**config.mk**
```make
export PLATFORM = sky130hd
export DESIGN_NAME = modbus_request_frame_builder_unit
export DESIGN_NICKNAME = d
export VERILOG_FILES = /design/src/design/mrfb_pkg.sv /design/src/design/mrfb_serializer.sv /design/src/design/modbus_request_frame_builder_unit.sv
export SDC_FILE = /design/constraint.sdc
export NUM_CORES = 1
export LEC_CHECK = 0
export ABC_AREA = 1
export ABC_CLOCK_PERIOD_IN_PS = 9000
export BUFFER_PORTS_ARGS = -buffer_cell sky130_fd_sc_hd__buf_2
export CAP_MARGIN = 20
export CORE_MARGIN = 3
export CORE_UTILIZATION = 49
export CTS_CLUSTER_DIAMETER = 80
export CTS_CLUSTER_SIZE = 25
export DETAILED_ROUTE_END_ITERATION = 12
export GPL_TIMING_DRIVEN = 0
export MAX_ROUTING_LAYER = met4
export PLACE_DENSITY = 0.8
export SYNTH_ARGS = -nofsm -noshare
export SYNTH_HDL_FRONTEND = slang
export SYNTH_SLANG_ARGS = --single-unit
```
**constraint.sdc**
```tcl
create_clock -name clk -period 9 [get_ports clk]
set_clock_uncertainty 0.15 [all_clocks]
set_input_delay 1.35 -clock clk [delete_from_list [all_inputs] [get_ports clk]]
set_output_delay 1.35 -clock clk [all_outputs]
set_load 0.01 [all_outputs]
```
**src/design/mrfb_pkg.sv**
```systemverilog
// -----------------------------------------------------------------------------
// Modbus request frame builder package
// Shared constants, register indexes, frame positions and the CRC byte step.
// -----------------------------------------------------------------------------
package mrfb_pkg;

  localparam int unsigned CfgIdxW = 8;
  localparam int unsigned CfgDataW = 8;
  localparam int unsigned InDataW = 32;
  localparam int unsigned OutDataW = 8;

  localparam logic [15:0] CRC_INIT = 16'hFFFF;
  localparam logic [15:0] CRC_POLY = 16'hA001;
  localparam logic [7:0] UNIT_ID_RESET = 8'h03;
  localparam logic [7:0] FUNCTION_CODE_RESET = 8'h10;

  // Configuration register indexes
  typedef enum logic [CfgIdxW-1:0] {
    REG_UNIT_ID       = 8'd0,
    REG_FUNCTION_CODE = 8'd1
  } cfg_reg_t;

  // Byte positions within one frame, in send order
  typedef enum logic [2:0] {
    POS_UNIT_ID   = 3'd0,
    POS_FUNC_CODE = 3'd1,
    POS_ADDR_HI   = 3'd2,
    POS_ADDR_LO   = 3'd3,
    POS_VALUE_HI  = 3'd4,
    POS_VALUE_LO  = 3'd5,
    POS_CRC_LO    = 3'd6,
    POS_CRC_HI    = 3'd7
  } frame_pos_t;

  // One write request
  typedef struct packed {
    logic [15:0] reg_value;
    logic [15:0] reg_address;
  } request_t;

  // Fold one byte into a CRC-16/MODBUS remainder, LSB first
  function automatic logic [15:0] crc16_byte(input logic [15:0] crc, input logic [7:0] data);
    logic [15:0] c;
    c = crc ^ {8'h00, data};
    for (int k = 0; k < 8; k++) begin
      c = c[0] ? ((c >> 1) ^ CRC_POLY) : (c >> 1);
    end
    return c;
  endfunction

endpackage

```
**src/design/mrfb_serializer.sv**
```systemverilog
// -----------------------------------------------------------------------------
// Modbus request frame serializer
// Sends one request as eight bytes and folds the CRC in one byte per cycle while the receiver takes bytes.
// -----------------------------------------------------------------------------
module mrfb_serializer (
  input  logic                 clk,
  input  logic                 rst_n,
  input  logic                 load_valid,
  output logic                 load_ready,
  input  mrfb_pkg::request_t   load_req,
  input  logic [7:0]           unit_id,
  input  logic [7:0]           function_code,
  output logic                 out_tvalid,
  input  logic                 out_tready,
  output logic [7:0]           out_tdata,   // [7:0] frame_byte
  output logic                 out_tlast    // last_byte
);

  logic                  active_r, active_nxt;
  mrfb_pkg::frame_pos_t  pos_r, pos_nxt;
  mrfb_pkg::request_t    req_r, req_nxt;
  logic [15:0]           crc_r, crc_nxt;
  logic [7:0]            byte_sel;
  logic                  fire;
  logic                  at_last;

  // Pick the byte at the current frame position
  always_comb begin
    unique case (pos_r)
      mrfb_pkg::POS_UNIT_ID:   byte_sel = unit_id;
      mrfb_pkg::POS_FUNC_CODE: byte_sel = function_code;
      mrfb_pkg::POS_ADDR_HI:   byte_sel = req_r.reg_address[15:8];
      mrfb_pkg::POS_ADDR_LO:   byte_sel = req_r.reg_address[7:0];
      mrfb_pkg::POS_VALUE_HI:  byte_sel = req_r.reg_value[15:8];
      mrfb_pkg::POS_VALUE_LO:  byte_sel = req_r.reg_value[7:0];
      mrfb_pkg::POS_CRC_LO:    byte_sel = crc_r[7:0];
      mrfb_pkg::POS_CRC_HI:    byte_sel = crc_r[15:8];
      default:                 byte_sel = crc_r[15:8];
    endcase
  end

  assign fire       = active_r && out_tready;
  assign at_last    = (pos_r == mrfb_pkg::POS_CRC_HI);
  assign load_ready = !active_r || (fire && at_last);

  assign out_tvalid = active_r;
  assign out_tdata  = byte_sel;
  assign out_tlast  = at_last;

  // Load a new frame, or advance one byte per transaction
  always_comb begin
    active_nxt = active_r;
    pos_nxt    = pos_r;
    req_nxt    = req_r;
    crc_nxt    = crc_r;
    if (load_valid && load_ready) begin
      active_nxt = 1'b1;
      pos_nxt    = mrfb_pkg::POS_UNIT_ID;
      req_nxt    = load_req;
      crc_nxt    = mrfb_pkg::CRC_INIT;
    end else if (fire) begin
      pos_nxt = mrfb_pkg::frame_pos_t'(pos_r + 3'd1);
      if (at_last) begin
        active_nxt = 1'b0;
      end
      if (pos_r < mrfb_pkg::POS_CRC_LO) begin
        crc_nxt = mrfb_pkg::crc16_byte(crc_r, byte_sel);
      end
    end
  end

  // Control state
  always_ff @(posedge clk) begin
    if (!rst_n) begin
      active_r <= 1'b0;
      pos_r    <= mrfb_pkg::POS_UNIT_ID;
    end else begin
      active_r <= active_nxt;
      pos_r    <= pos_nxt;
    end
  end

  // Payload
  always_ff @(posedge clk) begin
    req_r <= req_nxt;
    crc_r <= crc_nxt;
  end

endmodule

```
**src/design/modbus_request_frame_builder_unit.sv**
```systemverilog
// -----------------------------------------------------------------------------
// Modbus request frame builder
// Turns register write requests into Modbus RTU frames with CRC-16/MODBUS.
// -----------------------------------------------------------------------------
// Usage:
//   in_*   : one request per transaction, tdata = {reg_value, reg_address}.
//   out_*  : eight byte transactions per request: unit id, function code,
//            address high/low, value high/low, CRC low/high; tlast marks the
//            CRC high byte.
//   cfg_*  : register writes (index 0 unit id, 1 function code), always
//            ready; other indexes are dropped. Write only while idle.
// Path: a taken request is registered in the input buffer, then loaded into
//   the serializer, whose registered active state drives out_tvalid.
// Frames go out back to back with no gap while the next request waits in
//   the buffer. The CRC is folded one byte per sent byte, so it is ready
//   when the CRC low byte is due.
// A one-entry input buffer takes the next request while a frame is still
//   being sent. A stalled receiver holds the current byte; the buffer fills
//   and in_tready drops until the frame drains.
// Reset: buffers empty, no frame in flight, unit id 3, function code 16.
// -----------------------------------------------------------------------------
module modbus_request_frame_builder_unit (
  input  logic                           clk,
  input  logic                           rst_n,
  input  logic                           in_tvalid,
  output logic                           in_tready,
  input  logic [mrfb_pkg::InDataW-1:0]   in_tdata,   // [15:0] reg_address, [31:16] reg_value
  output logic                           out_tvalid,
  input  logic                           out_tready,
  output logic [mrfb_pkg::OutDataW-1:0]  out_tdata,  // [7:0] frame_byte
  output logic                           out_tlast,  // last_byte
  input  logic                           cfg_valid,
  output logic                           cfg_ready,
  input  logic [mrfb_pkg::CfgIdxW-1:0]   cfg_index,
  input  logic [mrfb_pkg::CfgDataW-1:0]  cfg_data
);

  logic                hold_valid_r, hold_valid_nxt;
  mrfb_pkg::request_t  hold_req_r, hold_req_nxt;
  logic [7:0]          unit_id_r, unit_id_nxt;
  logic [7:0]          function_code_r, function_code_nxt;
  logic                ser_ready;
  logic                in_fire;

  assign cfg_ready = 1'b1;
  assign in_tready = !hold_valid_r || ser_ready;
  assign in_fire   = in_tvalid && in_tready;

  // Update configuration registers, drop unknown indexes
  always_comb begin
    unit_id_nxt       = unit_id_r;
    function_code_nxt = function_code_r;
    if (cfg_valid) begin
      if (cfg_index == mrfb_pkg::REG_UNIT_ID) begin
        unit_id_nxt = cfg_data;
      end else if (cfg_index == mrfb_pkg::REG_FUNCTION_CODE) begin
        function_code_nxt = cfg_data;
      end
    end
  end

  // Hold one request until the serializer takes it
  always_comb begin
    hold_valid_nxt = hold_valid_r;
    hold_req_nxt   = hold_req_r;
    if (in_fire) begin
      hold_valid_nxt = 1'b1;
      hold_req_nxt   = mrfb_pkg::request_t'(in_tdata);
    end else if (ser_ready) begin
      hold_valid_nxt = 1'b0;
    end
  end

  always_ff @(posedge clk) begin
    if (!rst_n) begin
      hold_valid_r    <= 1'b0;
      unit_id_r       <= mrfb_pkg::UNIT_ID_RESET;
      function_code_r <= mrfb_pkg::FUNCTION_CODE_RESET;
    end else begin
      hold_valid_r    <= hold_valid_nxt;
      unit_id_r       <= unit_id_nxt;
      function_code_r <= function_code_nxt;
    end
  end

  always_ff @(posedge clk) begin
    hold_req_r <= hold_req_nxt;
  end

  mrfb_serializer u_ser (
    .clk           (clk),
    .rst_n         (rst_n),
    .load_valid    (hold_valid_r),
    .load_ready    (ser_ready),
    .load_req      (hold_req_r),
    .unit_id       (unit_id_r),
    .function_code (function_code_r),
    .out_tvalid    (out_tvalid),
    .out_tready    (out_tready),
    .out_tdata     (out_tdata),
    .out_tlast     (out_tlast)
  );

endmodule

```
==> reports/metrics.yaml <==
outcome:
  outcome: "finished, final reports clean"
setup_path:
  path_class: "register to output pin"
  crit_chain: "ha_1 > ha_1 > inv_1 > o22ai_1 > a221oi_1 > nand3_1 > o21ai_0 > inv_1 > buf_2"
  crit_path_max_fanout: 8
  cp.required_ps: 7500
  cpPeakStageDelay_ps: 360
  crit_slowest_cell: "dfxtp_1"
  cp.arrival_ps: 2440
  timing.critical_path.buf_inv: 3
  start_kind: "register"
  crit_path_end_kind: "output pin"
  critPathTopFamily: "adder cells"
floorplan:
  core_area_um2: 8464
  initial_utilization_pct: 52.09
  rows: 33
  die_w_um: 100.9
  io_pins: 65
  die_h_um: 100.9
  dieArea_um2: 10170
clock_tree:
  clk_pin_slew_ps: 100
  clock_latency_ps: 360
  clock_path_buffers: 2
  postCtsSetupRepairBufs: 0
  ctsHoldBuffers: 0
  cts_tree: "yes"
  cts.sinks: 101
  htreeDepth: 3
  cts_buffers: 9
  clockRootBuffer: "clkbuf_8"
  post_cts_resize_count: 0
synthesis:
  synth_seq_cells: 101
  yosys-top-cells-count: "nand2_1, edfxtp_1, nand3_1, nor2_1, dfxtp_1"
  syn_inst: 459
  yosysMostFrequentCell: "nand2_1"
  synth_top_area_share_pct: 43.59
  yosysWarnings: 0
  synth_cell_types: 35
  ys_seq_area_share_pct: 60.39
  synthesis.area_um2: 4409
  synth-edff-count: 64
  netlist.top_cell.by_area: "edfxtp_1"
  syn-num-nets: 518
  avgSynthCellArea_um2: 9.606
  yosys_most_used_dff: "edfxtp_1"
  ys_top_cells_by_area: "edfxtp_1, dfxtp_1, nand2_1"
  async_reset_ff_share_pct: 0
grt:
  grt_max_degree: 34
  grt_pass1_wl_um: 14410
  grt_overflow: 0
  first_global_vias: 3057
  grt_use_total_pct: 18.72
  antenna_found_initial: 0
power:
  p_leak_uw: 0.002231
  peakVddDrop_v: 0.0001236
  power_density_nw_per_um2: 188.6
sta:
  fin_tns_setup_ps: 0
  rsz0062_at_grt: "no"
  finalSetupViolCount: 0
  worst_slew_pin_slew_ps: 851.5
  timing.final.ws_setup_ps: 5058
  timing.fmax_mhz: 253.7
  slew_headroom_pct: 43.10
  drv_slew: 0
  min_period_ps: 3942
  timing_hold_violations_final: 0
  timing.final.crit_share_pct: 43.80
detailed_routing:
  met1_length_um: 3875
  drcViolationCount: 0
  dr.pass1.iters: 5
  drt_iter0_drc: 267
  antenna_left: 0
  routed_wirelength_um: 8716
  route.met2.wl_um: 4105
  wl_met3_um: 589
  wl_per_cell_um: 13.53
  top_layer_used: "met4"
  avgViaCountPerCell: 5.089
  num_vias: 3277
placed_design:
  dp_hpwl_um: 6649
  gp_congestion: 0.9072
  place_ws_ps: 5065
  port_buffers: 63
worst_hold_path:
  hold_path_class: "register to register"
final_layout:
  area_growth_syn_to_layout_pct: 14.98
  drive_above_1_share_pct: 23.19
  n_antenna_cell: 0
  nets: 593
run:
  max-cap-violations: 0
-- state kept, by name (all words and copies together), names as in the netlist --
register / flops
u_ser.out_tvalid: 1
function_code_r: 8
u_ser.req_r: 32
unit_id_r: 8
hold_valid_r: 1
u_ser.pos_r: 3
hold_req_r: 32
u_ser.crc_r: 16
-- cell type report --
type                            count  area (um^2)
Tap cell                          105        131.4
Inverter                           44        165.2
Fill cell                         702         3395
Buffer                             10        68.82
Timing Repair Buffer               64        342.8
Sequential cell                   101         2663
Multi-Input combinational cell    304         1520
Clock inverter                      7        55.05
Clock buffer                        9        123.9
-- metrics by stage --
step                area [um^2]  total power [uW]  util, %  hold WS [ps]  cells
finish                     5070             956.3    59.90         274.0    644
floorplan                  4409             657.0        -         250.3    459
detailed placement         4863             702.7    57.46         254.5    627
global route               5070              1007    59.90         282.6    644
CTS                        5042             959.1    59.57         276.3    643
global placement           4856             695.2    57.37         253.4    627
-- power by group --
group	total, uW	internal (uW)	switching, uW	leakage (uW)
Clock	260	104	156	0.0000939
Combinational	150	54.3	95.6	0.00122
Sequential	546	528	18.3	0.000913
-- placed cells by master, fill, tap and decap left out, types with 3 or more instances in the layout --
cell,n
nand2_1,117
buf_2,64
edfxtp_1,64
nand3_1,40
nor2_1,38
dfxtp_1,37
inv_1,35
o21ai_0,23
nand2_2,18
a21oi_1,15
o211ai_1,13
clkbuf_8,9
inv_2,6
nand3_2,6
ha_1,6
nor2_2,4
clkinv_1,4
clkbuf_1,4
buf_6,3
or2_1,3
xor2_1,3
inv_6,3
-- path summary, 6_finish.rpt --
path / startpoint / to / slack [ps] / cells past startpoint
setup / recovery: u_ser.pos_r[0]$_SDFFE_PP0P_ / out_tdata[7] / 5060 / 9
hold / removal: hold_req_r[2]$_DFFE_PP_ / u_ser.req_r[2]$_DFFE_PP_ / 270 / 0
hold reg to reg: hold_req_r[2]$_DFFE_PP_ / u_ser.req_r[2]$_DFFE_PP_ / 270 / 0
setup reg to reg: u_ser.pos_r[0]$_SDFFE_PP0P_ / u_ser.crc_r[14]$_SDFFE_PP1P_ / 5460 / 9
-- per-layer routing --
| layer | up-vias | global-route usage [%] |
|---|---|---|
| li1 | 1682 | - |
| met1 | 1466 | 25.26 |
| met2 | 110 | 28.71 |
| met3 | 19 | 4.014 |
| met4 | 0 | 5.389 |
| met5 | - | - |
-- cells by family after synthesis --
family | count (synthesis) | share of synthesized area (%)
buf+inv | 54 | 5.306
fa+ha+maj | 6 | 1.703
other cells | 1 | 0.08505
compound gates | 56 | 7.350
flops | 101 | 60.39
xor+xnor | 3 | 0.5960
simple gates | 238 | 24.57
Power figures use the tool's default switching activity.
